--- src/sv/ufx_pkg.sv ---
// Package for the UART ring buffer block with software flow control.
// Holds ring sizes, flow codes, operation codes, shared structs and helper functions.
// No dependencies.
`default_nettype none

package ufx_pkg;

   // Ring sizes and the widths that follow from them.
   localparam int RX_DEPTH = 128;
   localparam int TX_DEPTH = 32;
   localparam int RX_PTR_W = $clog2(RX_DEPTH);
   localparam int TX_PTR_W = $clog2(TX_DEPTH);
   // Fill width wide enough to compare against the 7-bit levels.
   localparam int RX_FW = (RX_PTR_W > 7) ? RX_PTR_W : 7;

   // Flow control characters.
   localparam logic [7:0] XON_BYTE  = 8'd17;
   localparam logic [7:0] XOFF_BYTE = 8'd19;

   // Operation codes of an input item.
   localparam logic [2:0] FUNC_RX       = 3'd0;
   localparam logic [2:0] FUNC_READ     = 3'd1;
   localparam logic [2:0] FUNC_PEEK     = 3'd2;
   localparam logic [2:0] FUNC_FLUSH    = 3'd3;
   localparam logic [2:0] FUNC_WRITE    = 3'd4;
   localparam logic [2:0] FUNC_TX_READY = 3'd5;

   // Configuration register indexes.
   localparam logic [1:0] CSR_FLOW_ENABLE = 2'd0;
   localparam logic [1:0] CSR_XOFF_LEVEL  = 2'd1;
   localparam logic [1:0] CSR_XON_LEVEL   = 2'd2;

   // Last flow character sent or pending.
   typedef enum logic [2:0] {
      FLOW_XON_SENT    = 3'b001,
      FLOW_XOFF_SENT   = 3'b010,
      FLOW_XON_PENDING = 3'b100
   } flow_type;

   // One result item.
   typedef struct packed {
      logic       read_valid;
      logic [7:0] read_byte;
      logic       write_accepted;
      logic       send_valid;
      logic [7:0] send_byte;
      logic [6:0] rx_queued;
      logic       tx_pending;
      logic       tx_empty;
      logic [7:0] dropped_count;
      logic [7:0] overrun_count;
      logic [7:0] framing_count;
      logic [6:0] max_queued;
   } rsp_type;

   // Write requests to the two ring memories.
   typedef struct packed {
      logic                en;
      logic [RX_PTR_W-1:0] addr;
      logic [7:0]          data;
   } rx_wr_type;

   typedef struct packed {
      logic                en;
      logic [TX_PTR_W-1:0] addr;
      logic [7:0]          data;
   } tx_wr_type;

   // Pointer advance with wrap at the ring depth.
   function automatic logic [RX_PTR_W-1:0] rx_next(input logic [RX_PTR_W-1:0] p);
      return (p == RX_PTR_W'(RX_DEPTH - 1)) ? '0 : p + 1'b1;
   endfunction

   function automatic logic [TX_PTR_W-1:0] tx_next(input logic [TX_PTR_W-1:0] p);
      return (p == TX_PTR_W'(TX_DEPTH - 1)) ? '0 : p + 1'b1;
   endfunction

   // Receive fill, extended to the compare width.
   function automatic logic [RX_FW-1:0] rx_fill(input logic [RX_PTR_W-1:0] head,
                                                input logic [RX_PTR_W-1:0] tail);
      logic [RX_PTR_W-1:0] diff;
      diff = head - tail;
      if (head < tail) begin
         diff = diff + RX_PTR_W'(RX_DEPTH);
      end
      return RX_FW'(diff);
   endfunction

   // Clamp a fill to the 7-bit status fields.
   function automatic logic [6:0] sat7(input logic [RX_FW-1:0] v);
      return (v > RX_FW'(127)) ? 7'd127 : v[6:0];
   endfunction

   // Counter increment that sticks at its maximum.
   function automatic logic [7:0] sat_inc(input logic [7:0] v);
      return (v == 8'hFF) ? v : v + 8'd1;
   endfunction

endpackage

`default_nettype wire

--- src/sv/ufx_ram.sv ---
// Generic single-write, single-read synchronous RAM with registered read data.
// Used for both byte rings; no package dependency.
`default_nettype none

module ufx_ram #(
   parameter int DEPTH = 32,
   parameter int WIDTH = 8
) (
   input  wire logic                     clock,
   input  wire logic                     we,
   input  wire logic [$clog2(DEPTH)-1:0] waddr,
   input  wire logic [WIDTH-1:0]         wdata,
   input  wire logic                     re,
   input  wire logic [$clog2(DEPTH)-1:0] raddr,
   output logic      [WIDTH-1:0]         rdata
);

   logic [WIDTH-1:0] mem [DEPTH];
   logic [WIDTH-1:0] rdata_ff;

   // Write port.
   always_ff @(posedge clock) begin
      if (we) begin
         mem[waddr] <= wdata;
      end
   end

   // Read port with registered read data, enabled by re.
   always_ff @(posedge clock) begin
      if (re) begin
         rdata_ff <= mem[raddr];
      end
   end

   assign rdata = rdata_ff;

endmodule

`default_nettype wire

--- src/sv/ufx_engine.sv ---
// Ring pointers, flow control state, statistics and configuration registers.
// Computes one result from the registered item and the memory read data.
// Depends on ufx_pkg.
`default_nettype none

module ufx_engine (
   input  wire logic                         clock,
   input  wire logic                         reset,
   input  wire logic                         commit,
   input  wire logic [2:0]                   func,
   input  wire logic [7:0]                   data,
   input  wire logic                         overrun_flag,
   input  wire logic                         framing_flag,
   input  wire logic [7:0]                   rx_rdata,
   input  wire logic [7:0]                   tx_rdata,
   input  wire logic                         csr_write_enable,
   input  wire logic [1:0]                   csr_index,
   input  wire logic [6:0]                   csr_wdata,
   output logic      [ufx_pkg::RX_PTR_W-1:0] rx_raddr,
   output logic      [ufx_pkg::TX_PTR_W-1:0] tx_raddr,
   output ufx_pkg::rx_wr_type                rx_wr,
   output ufx_pkg::tx_wr_type                tx_wr,
   output ufx_pkg::rsp_type                  result
);

   logic [ufx_pkg::RX_PTR_W-1:0] rx_head_ff, rx_head_in, rx_tail_ff, rx_tail_in;
   logic [ufx_pkg::TX_PTR_W-1:0] tx_head_ff, tx_head_in, tx_tail_ff, tx_tail_in;
   logic [ufx_pkg::RX_PTR_W-1:0] rx_nx;
   logic [ufx_pkg::TX_PTR_W-1:0] tx_nx;
   ufx_pkg::flow_type            flow_ff, flow_in;
   logic [7:0]                   drop_ff, drop_in, ovr_ff, ovr_in, frm_ff, frm_in;
   logic [ufx_pkg::RX_FW-1:0]    peak_ff, peak_in, fill;
   logic                         flow_enable_ff;
   logic [6:0]                   xoff_level_ff, xon_level_ff;
   logic                         rx_we, tx_we;

   // Configuration writes; an index beyond the list is ignored.
   always_ff @(posedge clock) begin
      if (reset) begin
         flow_enable_ff <= 1'b1;
         xoff_level_ff  <= 7'd16;
         xon_level_ff   <= 7'd12;
      end else if (csr_write_enable) begin
         unique case (csr_index)
            ufx_pkg::CSR_FLOW_ENABLE: flow_enable_ff <= csr_wdata[0];
            ufx_pkg::CSR_XOFF_LEVEL:  xoff_level_ff  <= csr_wdata;
            ufx_pkg::CSR_XON_LEVEL:   xon_level_ff   <= csr_wdata;
            default: ;
         endcase
      end
   end

   // Next state and result for the item in execution.
   always_comb begin
      rx_head_in = rx_head_ff;
      rx_tail_in = rx_tail_ff;
      tx_head_in = tx_head_ff;
      tx_tail_in = tx_tail_ff;
      flow_in    = flow_ff;
      drop_in    = drop_ff;
      ovr_in     = ovr_ff;
      frm_in     = frm_ff;
      peak_in    = peak_ff;
      rx_we      = 1'b0;
      tx_we      = 1'b0;
      rx_nx      = ufx_pkg::rx_next(rx_head_ff);
      tx_nx      = ufx_pkg::tx_next(tx_head_ff);
      fill       = '0;
      result     = '0;

      unique case (func)
         ufx_pkg::FUNC_RX: begin
            if (overrun_flag) begin
               drop_in = ufx_pkg::sat_inc(drop_in);
               ovr_in  = ufx_pkg::sat_inc(ovr_ff);
            end
            if (framing_flag) begin
               frm_in = ufx_pkg::sat_inc(frm_ff);
            end
            if (rx_nx != rx_tail_ff) begin
               rx_we      = 1'b1;
               rx_head_in = rx_nx;
            end else begin
               drop_in = ufx_pkg::sat_inc(drop_in);
            end
            fill = ufx_pkg::rx_fill(rx_head_in, rx_tail_ff);
            if (fill > peak_ff) begin
               peak_in = fill;
            end
            if (flow_enable_ff && flow_ff != ufx_pkg::FLOW_XOFF_SENT &&
                fill >= ufx_pkg::RX_FW'(xoff_level_ff)) begin
               flow_in           = ufx_pkg::FLOW_XOFF_SENT;
               result.send_valid = 1'b1;
               result.send_byte  = ufx_pkg::XOFF_BYTE;
            end
         end
         ufx_pkg::FUNC_READ, ufx_pkg::FUNC_PEEK: begin
            if (rx_head_ff != rx_tail_ff) begin
               result.read_valid = 1'b1;
               result.read_byte  = rx_rdata;
               if (func == ufx_pkg::FUNC_READ) begin
                  rx_tail_in = ufx_pkg::rx_next(rx_tail_ff);
                  fill       = ufx_pkg::rx_fill(rx_head_ff, rx_tail_in);
                  if (flow_enable_ff && flow_ff == ufx_pkg::FLOW_XOFF_SENT &&
                      fill < ufx_pkg::RX_FW'(xon_level_ff)) begin
                     flow_in = ufx_pkg::FLOW_XON_PENDING;
                  end
               end
            end
         end
         ufx_pkg::FUNC_FLUSH: begin
            rx_tail_in = rx_head_ff;
            if (flow_enable_ff && flow_ff == ufx_pkg::FLOW_XOFF_SENT) begin
               flow_in = ufx_pkg::FLOW_XON_PENDING;
            end
         end
         ufx_pkg::FUNC_WRITE: begin
            if (tx_nx != tx_tail_ff) begin
               tx_we                 = 1'b1;
               tx_head_in            = tx_nx;
               result.write_accepted = 1'b1;
            end
         end
         ufx_pkg::FUNC_TX_READY: begin
            if (flow_ff == ufx_pkg::FLOW_XON_PENDING) begin
               flow_in           = ufx_pkg::FLOW_XON_SENT;
               result.send_valid = 1'b1;
               result.send_byte  = ufx_pkg::XON_BYTE;
            end else if (tx_head_ff != tx_tail_ff) begin
               result.send_valid = 1'b1;
               result.send_byte  = tx_rdata;
               tx_tail_in        = ufx_pkg::tx_next(tx_tail_ff);
            end
         end
         default: ;
      endcase

      // Status after the step.
      result.rx_queued     = ufx_pkg::sat7(ufx_pkg::rx_fill(rx_head_in, rx_tail_in));
      result.tx_pending    = (tx_head_in != tx_tail_in) ||
                             (flow_in == ufx_pkg::FLOW_XON_PENDING);
      result.tx_empty      = (tx_head_in == tx_tail_in);
      result.dropped_count = drop_in;
      result.overrun_count = ovr_in;
      result.framing_count = frm_in;
      result.max_queued    = ufx_pkg::sat7(peak_in);
   end

   // State update when the result is committed.
   always_ff @(posedge clock) begin
      if (reset) begin
         rx_head_ff <= '0;
         rx_tail_ff <= '0;
         tx_head_ff <= '0;
         tx_tail_ff <= '0;
         flow_ff    <= ufx_pkg::FLOW_XON_SENT;
         drop_ff    <= '0;
         ovr_ff     <= '0;
         frm_ff     <= '0;
         peak_ff    <= '0;
      end else if (commit) begin
         rx_head_ff <= rx_head_in;
         rx_tail_ff <= rx_tail_in;
         tx_head_ff <= tx_head_in;
         tx_tail_ff <= tx_tail_in;
         flow_ff    <= flow_in;
         drop_ff    <= drop_in;
         ovr_ff     <= ovr_in;
         frm_ff     <= frm_in;
         peak_ff    <= peak_in;
      end
   end

   // Memory requests: reads look at the oldest entry, writes go to the head.
   assign rx_raddr   = rx_tail_ff;
   assign tx_raddr   = tx_tail_ff;
   assign rx_wr.en   = commit & rx_we;
   assign rx_wr.addr = rx_head_ff;
   assign rx_wr.data = data;
   assign tx_wr.en   = commit & tx_we;
   assign tx_wr.addr = tx_head_ff;
   assign tx_wr.data = data;

endmodule

`default_nettype wire

--- src/sv/uart_fifo_xon_xoff.sv ---
// Top level of the UART receive/transmit rings with XON/XOFF flow control.
// Depends on ufx_pkg, ufx_ram and ufx_engine.
//
//   Channel  Direction  Handshake                 Payload
//   req_     in         req_valid / req_stall     func, data, overrun_flag, framing_flag
//   rsp_     out        rsp_valid / rsp_stall     read/write/send status and counters
//   csr_     in         csr_write_enable          csr_index, csr_wdata
//
// For each item, the ring memories are read at the accept edge
// and the result is computed from the registered read data in the next cycle.
// The next item is accepted once that result sits in the output register.
// A stalled result holds the item in execution until the register frees up.
// Reset is synchronous; it clears the pointers, flow state, counters and registers, not the ring contents.
`default_nettype none

module uart_fifo_xon_xoff (
   input  wire logic       clock,
   input  wire logic       reset,
   input  wire logic       req_valid,
   output logic            req_stall,
   input  wire logic [2:0] req_func,
   input  wire logic [7:0] req_data,
   input  wire logic       req_overrun_flag,
   input  wire logic       req_framing_flag,
   output logic            rsp_valid,
   input  wire logic       rsp_stall,
   output logic            rsp_read_valid,
   output logic      [7:0] rsp_read_byte,
   output logic            rsp_write_accepted,
   output logic            rsp_send_valid,
   output logic      [7:0] rsp_send_byte,
   output logic      [6:0] rsp_rx_queued,
   output logic            rsp_tx_pending,
   output logic            rsp_tx_empty,
   output logic      [7:0] rsp_dropped_count,
   output logic      [7:0] rsp_overrun_count,
   output logic      [7:0] rsp_framing_count,
   output logic      [6:0] rsp_max_queued,
   input  wire logic       csr_write_enable,
   input  wire logic [1:0] csr_index,
   input  wire logic [6:0] csr_wdata
);

   typedef enum logic [1:0] {
      S_IDLE = 2'b01,
      S_EXEC = 2'b10
   } state_type;

   state_type                    state_ff, state_in;
   logic [2:0]                   func_ff;
   logic [7:0]                   data_ff;
   logic                         ovr_ff, frm_ff;
   logic                         req_accept, commit;
   logic                         rsp_valid_ff;
   ufx_pkg::rsp_type             rsp_ff, result;
   ufx_pkg::rx_wr_type           rx_wr;
   ufx_pkg::tx_wr_type           tx_wr;
   logic [ufx_pkg::RX_PTR_W-1:0] rx_raddr;
   logic [ufx_pkg::TX_PTR_W-1:0] tx_raddr;
   logic [7:0]                   rx_rdata, tx_rdata;

   // Input transfer and result commit.
   assign req_stall  = (state_ff != S_IDLE);
   assign req_accept = req_valid & ~req_stall;
   assign commit     = (state_ff == S_EXEC) & (~rsp_valid_ff | ~rsp_stall);

   // Sequencer.
   always_comb begin
      state_in = state_ff;
      unique case (state_ff)
         S_IDLE: if (req_valid) state_in = S_EXEC;
         S_EXEC: if (commit) state_in = S_IDLE;
         default: state_in = S_IDLE;
      endcase
   end

   always_ff @(posedge clock) begin
      if (reset) begin
         state_ff <= S_IDLE;
      end else begin
         state_ff <= state_in;
      end
   end

   // Item register.
   always_ff @(posedge clock) begin
      if (req_accept) begin
         func_ff <= req_func;
         data_ff <= req_data;
         ovr_ff  <= req_overrun_flag;
         frm_ff  <= req_framing_flag;
      end
   end

   // Ring memories.
   ufx_ram #(.DEPTH(ufx_pkg::RX_DEPTH), .WIDTH(8)) u_rx_ram (
      .clock (clock),
      .we    (rx_wr.en),
      .waddr (rx_wr.addr),
      .wdata (rx_wr.data),
      .re    (req_accept),
      .raddr (rx_raddr),
      .rdata (rx_rdata)
   );

   ufx_ram #(.DEPTH(ufx_pkg::TX_DEPTH), .WIDTH(8)) u_tx_ram (
      .clock (clock),
      .we    (tx_wr.en),
      .waddr (tx_wr.addr),
      .wdata (tx_wr.data),
      .re    (req_accept),
      .raddr (tx_raddr),
      .rdata (tx_rdata)
   );

   ufx_engine u_engine (
      .clock            (clock),
      .reset            (reset),
      .commit           (commit),
      .func             (func_ff),
      .data             (data_ff),
      .overrun_flag     (ovr_ff),
      .framing_flag     (frm_ff),
      .rx_rdata         (rx_rdata),
      .tx_rdata         (tx_rdata),
      .csr_write_enable (csr_write_enable),
      .csr_index        (csr_index),
      .csr_wdata        (csr_wdata),
      .rx_raddr         (rx_raddr),
      .tx_raddr         (tx_raddr),
      .rx_wr            (rx_wr),
      .tx_wr            (tx_wr),
      .result           (result)
   );

   // Output register.
   always_ff @(posedge clock) begin
      if (reset) begin
         rsp_valid_ff <= 1'b0;
      end else if (commit) begin
         rsp_valid_ff <= 1'b1;
      end else if (~rsp_stall) begin
         rsp_valid_ff <= 1'b0;
      end
   end

   always_ff @(posedge clock) begin
      if (commit) begin
         rsp_ff <= result;
      end
   end

   assign rsp_valid          = rsp_valid_ff;
   assign rsp_read_valid     = rsp_ff.read_valid;
   assign rsp_read_byte      = rsp_ff.read_byte;
   assign rsp_write_accepted = rsp_ff.write_accepted;
   assign rsp_send_valid     = rsp_ff.send_valid;
   assign rsp_send_byte      = rsp_ff.send_byte;
   assign rsp_rx_queued      = rsp_ff.rx_queued;
   assign rsp_tx_pending     = rsp_ff.tx_pending;
   assign rsp_tx_empty       = rsp_ff.tx_empty;
   assign rsp_dropped_count  = rsp_ff.dropped_count;
   assign rsp_overrun_count  = rsp_ff.overrun_count;
   assign rsp_framing_count  = rsp_ff.framing_count;
   assign rsp_max_queued     = rsp_ff.max_queued;

   // An accepted item is always in execution in the next cycle.
   a_accept_exec: assert property (@(posedge clock) disable iff (reset)
      req_accept |=> (state_ff == S_EXEC))
      else $error("accepted item not in execution");

   // A commit always leaves a valid result in the output register.
   a_commit_out: assert property (@(posedge clock) disable iff (reset)
      commit |=> rsp_valid_ff)
      else $error("committed result not presented");

   // Ring writes only happen at a commit, never with a memory read.
   a_write_commit: assert property (@(posedge clock) disable iff (reset)
      (rx_wr.en || tx_wr.en) |-> (commit && !req_accept))
      else $error("ring write outside of commit");

   // A result never reports a read together with a stored write.
   a_excl_result: assert property (@(posedge clock) disable iff (reset)
      rsp_valid_ff |-> !(rsp_ff.read_valid && rsp_ff.write_accepted))
      else $error("read and write reported together");

   // A nonempty transmit ring always asks for service.
   a_tx_pending: assert property (@(posedge clock) disable iff (reset)
      (rsp_valid_ff && !rsp_ff.tx_empty) |-> rsp_ff.tx_pending)
      else $error("queued bytes without service request");

endmodule

`default_nettype wire

--- config.mk ---
export PLATFORM = sky130hd
export DESIGN_NAME = uart_fifo_xon_xoff
export DESIGN_NICKNAME = d
export VERILOG_FILES = /design/src/sv/ufx_pkg.sv /design/src/sv/ufx_ram.sv /design/src/sv/ufx_engine.sv /design/src/sv/uart_fifo_xon_xoff.sv
export SDC_FILE = /design/constraint.sdc
export NUM_CORES = 2
export LEC_CHECK = 0
export ABC_CLOCK_PERIOD_IN_PS = 19200
export BUFFER_PORTS_ARGS = -buffer_cell sky130_fd_sc_hd__buf_4
export CAP_MARGIN = 20
export CORE_MARGIN = 2
export CORE_UTILIZATION = 60
export CTS_BUF_LIST = sky130_fd_sc_hd__clkbuf_16
export CTS_CLUSTER_DIAMETER = 100
export CTS_CLUSTER_SIZE = 30
export DETAILED_ROUTE_END_ITERATION = 10
export PLACE_DENSITY = 0.8
export SLEW_MARGIN = 20
export SYNTH_ARGS = -nofsm -noshare
export SYNTH_HDL_FRONTEND = slang
export SYNTH_HIERARCHICAL = 1
export SYNTH_SLANG_ARGS = --single-unit
--- constraint.sdc ---
create_clock -name clock -period 19.2 [get_ports clock]
set_input_delay 4.8 -clock clock [delete_from_list [all_inputs] [get_ports clock]]
set_output_delay 4.8 -clock clock [all_outputs]
set_load 0.02 [all_outputs]
==> results.toml <==
[logic_synthesis]
synth.most_common_cell = "edfxtp_1"
netlist_top_cells_count = "edfxtp_1, mux4_2, nor2_1, clkbuf_1, nand2_1"
synth-simple-area-share_pct = 4.27
syn_avg_cell_area_um2 = 19.4
yosysUniqueCellTypes = 80
ys_seq_area_share_pct = 72.3
synthAdderAreaFrac_pct = 1.12
synth_warnings = 6
synth_top_family_by_area = "multiplexers"
yosys-mux-area-fraction_pct = 17.0
synth_xor_area_share_pct = 1.21
synthArstFlopShare_pct = 0
ys_top_cells_by_area = "edfxtp_1, mux4_2, dfxtp_1"
synth-seq-cells = 1444
synthesis.nets = 3113
synth_top_area_share_pct = 69.7
yosys.area.top_type = "edfxtp_1"
synth_compound_area_share_pct = 2.23
synthFlopType = "edfxtp_1"
synth_edf_count = 1368
syn_inst = 3035
netlist_area_mm2 = 0.0589

[floorplanning]
ioPinCount = 88
die_w_um = 317
placementRows = 114
core_mm2 = 0.0970
die_h_um = 317
start_util_pct = 60.8
dieArea_mm2 = 0.101

[setup_path]
crit_type = "in2reg"
end_kind = "flop"
cp_max_fo = 21
worst_ep_required_time_ns = 19.53
worstPathArrival_ns = 8.53
critPathLaunchType = "primary input"

[timing]
rsz0062_at_grt = "no"
whs_ns = 0.506
slew_violations = 0
max_slew_margin_pct = 22.0
max_freq_ghz = 0.122
fin_setup_tns_ns = 0
worst_slew_pin_slew_ns = 1.17
skew_ns = 0.0482
setup_viol = 0
finalHoldViolCount = 0
finalCritPeriodShare_pct = 42.7
fin_crit_ns = 8.20

[placement]
dpl.hpwl_um = 84500
place.gp.congestion = 0.882
port_buffers = 87

[clocking]
clk_latency_ns = 0.70
clockRootBuffer = "clkbuf_16"
cts_tree = "done"
clk_pin_slew_ns = 0.11
holdBufCountCts = 0
cts-buffers-inserted = 55
cts.sinks = 1444
cts_resized = 0
post-cts-setup-buffer-count = 0
cts_max_level = 2
clk_path_buf_depth = 3

[status]
status = "finished clean"

[detailed_routing]
drt-total-wl_um = 136000
drc = 0
routed_via_density = 6.89
drt_iter0_drc = 4397
dr_total_vias = 29900
drt_first_pass_iters = 6
antenna_left = 0
wire_per_inst_um = 31.4

[final_layout]
finalNetCount = 3119
layout-drive-gt1-share_pct = 21.9
area_growth_pct = 5.88
antenna_cells = 0
fill_cells = 6178

[grt]
busiest_layer = "met2"
grt_pass1_wl_um = 202000
grt_use_met1_pct = 38.3
grt_use_met3_pct = 3.89
grt_pass1_vias = 29300
antenna_found_initial = 0
grt_usage_pct = 27.1
grt_overflow = 0
use_met2_pct = 44.7
grt_max_degree = 145

[run]
maxCapViolCount = 0

[power]
power_density_mw_per_mm2 = 80.3
power.leakage_nw = 18.7
ir_worst_vdd_v = 0.0000836

[worst_hold_path]
hp-class = "reg2reg"
[routing by layer]
layer	wire length, um	share of wire [%]
met2	68600	50
met4	4560	3.3
met3	13000	9.6
met5	0	0
met1	50200	37
[metrics by stage]
stage                     worst slack [ns]  power, mW  std cells  util [%]  cell area (um^2)
final                                11.00       5.01       4344      64.3             62400
after detailed placement             10.36       3.65       4256      62.6             60700
after floorplan                       8.23       3.59       3035         -             58900
after global routing                 10.88       5.15       4344      64.3             62400
after CTS                            11.06       5.03       4340      64.2             62300
after global placement               10.35       3.65       4256      62.6             60700
[state kept, by name, summed over array words and instances (netlist names), 8 cells and up]
signal,count
u_rx_ram/mem,1024
u_tx_ram/mem,256
data_ff,8
rsp_dropped_count,8
rsp_framing_count,8
rsp_overrun_count,8
rsp_read_byte,8
rsp_send_byte,8
u_engine/drop_ff,8
u_engine/frm_ff,8
u_engine/ovr_ff,8
u_rx_ram/rdata,8
u_tx_ram/rdata,8
[layout make-up]
| type | count | area (um^2) | area share (%) |
|---|---|---|---|
| Sequential cell | 1444 | 42600 | 68.3 |
| Clock inverter | 28 | 175 | 0.281 |
| Inverter | 55 | 206 | 0.331 |
| Timing Repair Buffer | 134 | 1120 | 1.80 |
| Tap cell | 1276 | 1600 | 2.56 |
| Multi-Input combinational cell | 1351 | 15300 | 24.5 |
| Clock buffer | 56 | 1400 | 2.25 |
[worst max-delay path, cell delays in order]
cell and delay [ns]:
buf_4 0.13, a21oi_4 0.15, clkinv_1 0.49, nor2_1 0.26, buf_4 0.30, nand2_1 0.13, inv_1 0.39, nand4_1 0.74
buf_4 0.52, nor2_1 0.59
[worst paths after layout]
path,startpoint,endpoint,slack [ns],depth (start not counted)
hold / removal,u_engine/peak_ff[4]$_SDFFE_PP0P_,u_engine/peak_ff[4]$_SDFFE_PP0P_,0.51,2
setup / recovery,rsp_stall,u_rx_ram/mem[95][7]$_DFFE_PP_,11.00,10
hold reg to reg,u_engine/peak_ff[4]$_SDFFE_PP0P_,u_engine/peak_ff[4]$_SDFFE_PP0P_,0.51,2
setup reg to reg,u_engine/rx_head_ff[1]$_SDFFE_PP0P_,u_engine/peak_ff[3]$_SDFFE_PP0P_,11.95,23
[cell families after synthesis]
family / after synthesis
buffers and inverters: 240
multiplexers: 479
AO/OA/AOI/OAI: 207
AND/OR/NAND/NOR: 534
adder cells (fa/ha/maj): 51
flip-flops: 1444
XOR/XNOR: 80
[layout by cell type (no fill, tap or decap), types with 4 or more instances in the layout]
| master | synthesis | layout |
|---|---|---|
| nor2b_1 | 21 | 21 |
| dfxtp_4 | 0 | 5 |
| o31a_1 | 4 | 4 |
| mux2_2 | 24 | 24 |
| edfxtp_1 | 1368 | 1368 |
| mux4_2 | 416 | 416 |
| buf_16 | 0 | 4 |
| o21ai_0 | 53 | 53 |
| inv_1 | 52 | 72 |
| o21a_1 | 5 | 5 |
| nand3b_1 | 10 | 10 |
| dfxtp_1 | 76 | 70 |
| o31ai_1 | 4 | 4 |
| nor3_1 | 27 | 20 |
| and2_1 | 18 | 18 |
| nor3_2 | 0 | 7 |
| nor2_1 | 245 | 245 |
| and3_1 | 8 | 8 |
| o2bb2ai_1 | 4 | 4 |
| clkbuf_16 | 0 | 56 |
| a22oi_1 | 7 | 7 |
| xnor2_1 | 53 | 53 |
| ha_1 | 48 | 48 |
| mux2i_1 | 39 | 39 |
| a211oi_1 | 12 | 12 |
| o21bai_1 | 4 | 4 |
| nand2_1 | 83 | 82 |
| nand4_1 | 15 | 15 |
| nor4_1 | 4 | 4 |
| or3_1 | 12 | 12 |
| xor2_1 | 25 | 25 |
| a31oi_1 | 12 | 12 |
| a21oi_1 | 56 | 55 |
| nand2b_1 | 13 | 13 |
| nand3_1 | 53 | 53 |
| a21o_1 | 10 | 10 |
| buf_4 | 37 | 125 |
[where the power goes]
group / switching (mW) / leakage, nW / internal, mW / total, mW
clock: 0.890 / 0.845 / 0.540 / 1.43
combinational: 0.0904 / 4.94 / 0.0258 / 0.116
sequential: 0.00993 / 12.9 / 3.45 / 3.46
total: 0.991 / 18.7 / 4.02 / 5.01
Power figures use the tool's default switching activity.
